[src/hdl/midt_pkg.sv]
// ----------------------------------------------------------------------------
// midt_pkg - shared types and constants for the message ID dedup table
// Holds the action codes, the sequencer state type and the default sizes.
// ----------------------------------------------------------------------------
`default_nettype none

package midt_pkg;

    localparam int TABLE_DEPTH_DEF = 16;
    localparam int KEY_BITS_DEF    = 64;

    // Fixed widths of the stream fields
    localparam int ACTION_W  = 2;
    localparam int MSG_KEY_W = 64;
    localparam int S_DATA_W  = 72;   // action + msg_key, padded to bytes
    localparam int M_DATA_W  = 8;    // found + pending + inserted, padded

    localparam logic [ACTION_W-1:0] ACT_ADD   = 2'd0;
    localparam logic [ACTION_W-1:0] ACT_DONE  = 2'd1;
    localparam logic [ACTION_W-1:0] ACT_QUERY = 2'd2;

    typedef enum logic [1:0] {
        S_IDLE,
        S_SCAN,
        S_DRAIN,
        S_FINISH
    } t_state;

endpackage

`default_nettype wire

[src/hdl/message_id_dedup_table.sv]
// ----------------------------------------------------------------------------
// message_id_dedup_table - bounded table of message IDs for duplicate checks
// Each item adds, marks done or queries a key. One stored key is compared per
// cycle against the item's key; new keys replace the oldest entry when full.
// ----------------------------------------------------------------------------
//
//  channel | dir | tdata fields (low bit up)                 | handshake
//  --------+-----+-------------------------------------------+----------------
//  s       | in  | action[1:0], msg_key[65:2], zero [71:66]  | tvalid / tready
//  m       | out | found[0], pending[1], inserted[2], zero   | tvalid / tready
//
//  The single key comparator walks the key memory one entry a cycle.
//  Reset clears the valid and pending bits at once; no clearing pass.
//  A result waits in the output register; the next item is accepted meanwhile,
//  and only the end of the following item stalls while that result is held.
//
`default_nettype none

module message_id_dedup_table #(
    parameter int TABLE_DEPTH = midt_pkg::TABLE_DEPTH_DEF,
    parameter int KEY_BITS    = midt_pkg::KEY_BITS_DEF
) (
    input  wire logic                          i_clk,
    input  wire logic                          i_rst_n,
    input  wire logic                          i_s_tvalid,
    output logic                               o_s_tready,
    // action[1:0], msg_key[65:2], zero fill [71:66]
    input  wire logic [midt_pkg::S_DATA_W-1:0] i_s_tdata,
    output logic                               o_m_tvalid,
    input  wire logic                          i_m_tready,
    // found[0], pending[1], inserted[2], zero fill [7:3]
    output logic [midt_pkg::M_DATA_W-1:0]      o_m_tdata
);

    localparam int SLOT_W = (TABLE_DEPTH > 1) ? $clog2(TABLE_DEPTH) : 1;
    localparam logic [SLOT_W-1:0] LAST_SLOT = SLOT_W'(TABLE_DEPTH - 1);

    midt_pkg::t_state r_state, n_state;

    logic [KEY_BITS-1:0]            r_mem [TABLE_DEPTH];
    logic [TABLE_DEPTH-1:0]         r_valid, n_valid;
    logic [TABLE_DEPTH-1:0]         r_pending, n_pending;
    logic [SLOT_W-1:0]              r_oldest, n_oldest;

    logic [midt_pkg::ACTION_W-1:0]  r_action;
    logic [KEY_BITS-1:0]            r_key;
    logic [SLOT_W-1:0]              r_idx, n_idx;
    logic [KEY_BITS-1:0]            r_rd_key;
    logic [SLOT_W-1:0]              r_rd_slot;
    logic                           r_rd_vld;
    logic                           r_hit, n_hit;
    logic [SLOT_W-1:0]              r_hit_slot, n_hit_slot;

    logic                           r_m_valid;
    logic                           r_found, r_pend, r_ins;

    logic                           accept;
    logic                           rd_en;
    logic                           finish_go;
    logic                           match;
    logic                           do_insert;

    assign accept = i_s_tvalid && o_s_tready;
    assign match  = r_rd_vld && r_valid[r_rd_slot] && (r_rd_key == r_key);

    // next state
    always_comb begin
        n_state = r_state;
        case (r_state)
            midt_pkg::S_IDLE: begin
                if (accept) begin
                    n_state = midt_pkg::S_SCAN;
                end
            end
            midt_pkg::S_SCAN: begin
                if (r_idx == LAST_SLOT) begin
                    n_state = midt_pkg::S_DRAIN;
                end
            end
            midt_pkg::S_DRAIN: begin
                n_state = midt_pkg::S_FINISH;
            end
            midt_pkg::S_FINISH: begin
                if (!r_m_valid || i_m_tready) begin
                    n_state = midt_pkg::S_IDLE;
                end
            end
            default: begin
                n_state = midt_pkg::S_IDLE;
            end
        endcase
    end

    // sequencer outputs
    always_comb begin
        o_s_tready = 1'b0;
        rd_en      = 1'b0;
        finish_go  = 1'b0;
        case (r_state)
            midt_pkg::S_IDLE: begin
                o_s_tready = 1'b1;
            end
            midt_pkg::S_SCAN: begin
                rd_en = 1'b1;
            end
            midt_pkg::S_DRAIN: begin
                rd_en = 1'b0;
            end
            midt_pkg::S_FINISH: begin
                finish_go = !r_m_valid || i_m_tready;
            end
            default: begin
                o_s_tready = 1'b0;
            end
        endcase
    end

    assign do_insert = finish_go && (r_action == midt_pkg::ACT_ADD) && !r_hit;

    // scan index and hit tracking
    always_comb begin
        n_idx      = r_idx;
        n_hit      = r_hit;
        n_hit_slot = r_hit_slot;
        if (accept) begin
            n_idx = '0;
            n_hit = 1'b0;
        end else if (rd_en && (r_idx != LAST_SLOT)) begin
            n_idx = r_idx + 1'b1;
        end
        if (match) begin
            n_hit      = 1'b1;
            n_hit_slot = r_rd_slot;
        end
    end

    // table flag and ring pointer updates
    always_comb begin
        n_valid   = r_valid;
        n_pending = r_pending;
        n_oldest  = r_oldest;
        if (do_insert) begin
            n_valid[r_oldest]   = 1'b1;
            n_pending[r_oldest] = 1'b1;
            n_oldest = (r_oldest == LAST_SLOT) ? '0 : r_oldest + 1'b1;
        end else if (finish_go && (r_action == midt_pkg::ACT_DONE) && r_hit) begin
            n_pending[r_hit_slot] = 1'b0;
        end
    end

    always_ff @(posedge i_clk) begin
        if (!i_rst_n) begin
            r_state   <= midt_pkg::S_IDLE;
            r_valid   <= '0;
            r_pending <= '0;
            r_oldest  <= '0;
            r_idx     <= '0;
            r_hit     <= 1'b0;
            r_rd_vld  <= 1'b0;
            r_m_valid <= 1'b0;
        end else begin
            r_state   <= n_state;
            r_valid   <= n_valid;
            r_pending <= n_pending;
            r_oldest  <= n_oldest;
            r_idx     <= n_idx;
            r_hit     <= n_hit;
            r_rd_vld  <= rd_en;
            if (finish_go) begin
                r_m_valid <= 1'b1;
            end else if (i_m_tready) begin
                r_m_valid <= 1'b0;
            end
        end
    end

    // payload registers
    always_ff @(posedge i_clk) begin
        r_hit_slot <= n_hit_slot;
        if (accept) begin
            r_action <= i_s_tdata[midt_pkg::ACTION_W-1:0];
            r_key    <= i_s_tdata[midt_pkg::ACTION_W +: KEY_BITS];
        end
        if (finish_go) begin
            r_found <= r_hit;
            r_pend  <= r_hit && r_pending[r_hit_slot];
            r_ins   <= (r_action == midt_pkg::ACT_ADD) && !r_hit;
        end
    end

    // key memory: one read port for the scan, one write port for inserts
    always_ff @(posedge i_clk) begin
        if (rd_en) begin
            r_rd_key  <= r_mem[r_idx];
            r_rd_slot <= r_idx;
        end
        if (do_insert) begin
            r_mem[r_oldest] <= r_key;
        end
    end

    assign o_m_tvalid = r_m_valid;
    assign o_m_tdata  = {{(midt_pkg::M_DATA_W - 3){1'b0}}, r_ins, r_pend, r_found};

    // checks
    a_accept_starts_scan: assert property (@(posedge i_clk) disable iff (!i_rst_n)
        accept |=> (r_state == midt_pkg::S_SCAN))
        else $error("accepted item did not start a scan");

    a_hit_slot_valid: assert property (@(posedge i_clk) disable iff (!i_rst_n)
        (r_state == midt_pkg::S_FINISH && r_hit) |-> r_valid[r_hit_slot])
        else $error("hit recorded on an invalid slot");

    a_insert_not_found: assert property (@(posedge i_clk) disable iff (!i_rst_n)
        r_m_valid |-> !(r_ins && r_found))
        else $error("insert reported for a key already present");

    a_pending_needs_found: assert property (@(posedge i_clk) disable iff (!i_rst_n)
        r_m_valid |-> (!r_pend || r_found))
        else $error("pending reported without a match");

    a_result_from_finish: assert property (@(posedge i_clk) disable iff (!i_rst_n)
        finish_go |=> (r_m_valid && r_state == midt_pkg::S_IDLE))
        else $error("finished item did not load the result register");

endmodule

`default_nettype wire
[config.mk]
export PLATFORM = sky130hd
export DESIGN_NAME = message_id_dedup_table
export DESIGN_NICKNAME = d
export VERILOG_FILES = /design/src/hdl/midt_pkg.sv /design/src/hdl/message_id_dedup_table.sv
export SDC_FILE = /design/constraint.sdc
export NUM_CORES = 1
export LEC_CHECK = 0
export ABC_CLOCK_PERIOD_IN_PS = 8100
export BUFFER_PORTS_ARGS = -buffer_cell sky130_fd_sc_hd__buf_2
export CORE_ASPECT_RATIO = 0.75
export CORE_UTILIZATION = 49
export CTS_BUF_LIST = sky130_fd_sc_hd__clkbuf_4 sky130_fd_sc_hd__clkbuf_8
export CTS_CLUSTER_DIAMETER = 150
export DETAILED_ROUTE_END_ITERATION = 6
export GPL_TIMING_DRIVEN = 0
export PLACE_DENSITY_LB_ADDON = 0.2
export SYNTH_ARGS = -nofsm -noshare
export SYNTH_HDL_FRONTEND = slang
export SYNTH_SLANG_ARGS = --single-unit
[constraint.sdc]
create_clock -name i_clk -period 8.1 [get_ports i_clk]
set_input_delay 2.025 -clock i_clk [delete_from_list [all_inputs] [get_ports i_clk]]
set_output_delay 2.025 -clock i_clk [all_outputs]
set_load 0.01 [all_outputs]
==> impl_metrics.toml <==
[outcome]
status = "complete, no violations"

[critical_path]
critPathSlowestCell = "nor4_1"
worstPathArrival_ns = 4.40
start_kind = "flop"
crit_chain = "xnor2_1 -> nand4_1 -> nor4_1 -> nand3_1 -> nor4_1"
critPathMostFrequentCell = "nor4_1"
crit_type = "reg -> reg"
required_ns = 8.57
crit_family = "simple AND/OR/NAND/NOR gates"
endpoint_kind = "flop"
cp_max_fo = 17
slowest_delay_ns = 0.94
crit_buf_inv = 0

[global_routing]
antenna_found_initial = 1
grt_overflow = 0
grt_pass1_wl_um = 156000
grt_pass1_vias = 22100
grt_max_degree = 39
grtUsageTotal = 0.238

[synthesis]
yosysSeqAreaShare = 0.784
synth_largest_area_cell = "edfxtp_1"
synth_ff_type = "edfxtp_1"
ys_seq_elements = 1210
synth_area_leaders = "edfxtp_1, mux4_2, dfxtp_1, xnor2_1, buf_6"
synth_edf_count = 1165
yosys_warnings = 0
syn-instance-count = 1899
avgSynthCellArea_um2 = 24.1
synth_top_area_frac = 0.764
ys_types = 45
synth-async-reset-ratio = 0
synth_area_um2 = 45800

[clocking]
cts_root_buffer = "clkbuf_8"
post_cts_buffers = 0
worst_skew_pair.late_latency_ns = 0.87
cts_buffer_depth = 3
cts_buffers = 180
ctsHoldBuffers = 0
clkSinkCount = 1210
htreeDepth = 4
cts-resized-gates = 0
cts_tree = "done"
cts.clk_slew.worst_paths_ns = 0.07

[sta]
fin_crit_ns = 3.94
setup_violations = 0
rsz0062_at_grt = "no"
slew_viol_final = 0
final.period_utilization = 0.486
tightest_slew_ns = 1.21
fmax_mhz = 254
layout_setup_ws_ns = 4.16
fin_skew_ns = 0.0387
hold_violations = 0
slew_headroom = 0.187

[route]
drc = 0
dr.pass1.iters = 7
drt_iter0_markers = 2610
ant_nets = 0
dr_total_vias = 21800
wirelength_um = 110000
vias_per_cell = 6.06
wl_per_cell_um = 30.5

[cells_and_area]
final_layout_size_suffix_gt1_frac = 0.349
final_core_util = 0.574
final_area_um2 = 52800
instances_no_fill = 3601
area_growth_syn_to_layout_pct = 15.3
fin_nets = 2325
fill_cells = 6631

[flow_run]
maxCapViolCount = 0

[placed_design]
port_buffers = 73
dp_slack_ns = 3.46
dp_cells = 3283
hpwlAfterDp_um = 69900
post_dp_cell_area_um2 = 49200
gp_congestion = 0.833

[die]
die_x_um = 355
die_h_um = 267
die_area_um2 = 94600
coreArea_um2 = 92000
rows = 96
ios = 86
start_util = 0.497

[power]
internal-power_mw = 11.0
power.leakage_nw = 16.3
p_total_mw = 14.9
switching_share = 0.260
seq_power_share = 0.528
ir_drop_uv = 254
power.share.clock = 0.334
p_sw_mw = 3.87
power.density_nw_per_um2 = 282
combPwrFrac = 0.138

[worst_hold_path]
hold_class = "reg -> reg"
==> placed cells by master (no fill, tap or decap), drive strengths merged, types with 3 or more instances in the layout <==
| cell type | netlist | routed |
|---|---|---|
| edfxtp | 1165 | 1165 |
| mux4 | 328 | 328 |
| clkbuf | 37 | 280 |
| buf | 54 | 209 |
| clkinv | 0 | 58 |
| xnor2 | 56 | 56 |
| dfxtp | 45 | 45 |
| nand4 | 31 | 31 |
| nor2 | 24 | 24 |
| nand2b | 18 | 18 |
| inv | 16 | 18 |
| o21a | 17 | 17 |
| o221a | 16 | 16 |
| nand2 | 13 | 13 |
| nor3 | 11 | 11 |
| nand3 | 9 | 9 |
| ha | 9 | 9 |
| o21ai | 7 | 7 |
| clkinvlp | 0 | 7 |
| bufinv | 0 | 7 |
| mux2i | 5 | 5 |
| nor4 | 5 | 5 |
| conb | 1 | 5 |
| nor2b | 4 | 4 |
| and2 | 3 | 3 |
| xor2 | 3 | 3 |
| o2111ai | 3 | 3 |
==> Yosys cell counts (2+ instances only) <==
library cell and n:
o22ai_1 2, mux4_2 321, or3b_1 2, o221a_1 4, buf_4 8, nand4_1 31, and2_1 3, o21ai_0 7
xnor2_1 56, o2111ai_1 3, nor4_1 5, ha_1 9, xor2_1 3, buf_2 11, nand3_1 9, edfxtp_1 1165
nor2b_1 4, inv_1 16, buf_6 25, o221a_2 12, nand3b_1 2, o21a_1 17, dfxtp_1 45, nor2_1 24
buf_1 9, nand4b_1 2, nor3_1 11, nand2b_1 18, nand2_1 13, clkbuf_1 37, mux4_1 7, mux2i_1 5
==> power groups by stage <==
stage | Clock, mW | Combinational (mW) | Sequential (mW)
6_report | 4.97 | 2.06 | 7.85
5_1_grt | 5.32 | 2.16 | 7.90
4_1_cts | 5.07 | 2.07 | 7.85
3_5_place_dp | 0 | 2.07 | 7.98
3_3_place_gp | 0 | 2.00 | 7.98
2_1_floorplan | 0 | 1.33 | 7.83
==> through the flow <==
stage	hold slack (ns)	TNS [ns]
after floorplan	0.406	0
after global placement	0.415	-3073.66
after detailed placement	0.439	0
after CTS	0.454	0
after global routing	0.462	0
final	0.459	0
==> path summary, 6_finish.rpt <==
check	startpoint	end	slack (ns)	cells past startpoint
worst max register to register	r_key[30]$_DFFE_PP_	r_hit_slot[1]$_DFFE_PP_	4.16	5
worst max-delay path	r_key[30]$_DFFE_PP_	r_hit_slot[1]$_DFFE_PP_	4.16	5
worst min register to register	r_idx[2]$_SDFFE_PP0P_	r_rd_slot[2]$_DFFE_PP_	0.46	0
worst min-delay path	r_idx[2]$_SDFFE_PP0P_	r_rd_slot[2]$_DFFE_PP_	0.46	0
==> cells by family (layout without fill, tap and decap cells) <==
group           count (synthesis)  count (layout)  synth area share
fa+ha+maj                       9               9           0.00246
flops                        1210            1210             0.784
other cells                     1               6         0.0000819
compound gates                 51              51           0.00938
buf+inv                       107             579            0.0142
mux                           333             333             0.163
xor+xnor                       59              59            0.0113
simple gates                  129             129            0.0155
==> metal layers <==
layer / GRT usage / vias to the layer above / part of all wire
li1: - / 8825 / -
met1: 0.368 / 11800 / 0.45
met2: 0.341 / 1031 / 0.45
met3: 0.0513 / 155 / 0.089
met4: 0.0688 / 0 / 0.019
met5: 0 / - / 0
==> registers in the layout, indices dropped and copies added, names as in the netlist, 2 cells and up <==
register    flops
r_action        2
r_hit_slot      4
r_idx           4
r_key          64
r_mem        1024
r_oldest        4
r_pending      16
r_rd_key       64
r_rd_slot       4
r_state         2
r_valid        16
==> area by class of cell <==
cell class              instances  area [µm²]  area share
flip-flops and latches       1210       35900       0.680
clock inverters                74         532      0.0101
multi-input cells             586        9370       0.178
repair buffers                155        1770      0.0335
inverters                      16        62.6     0.00119
well taps                    1225        1530      0.0290
diodes                          1        2.50   0.0000474
clock buffers                 243        3040      0.0577
plain buffers                  91         589      0.0112
Power figures use the tool's default switching activity.
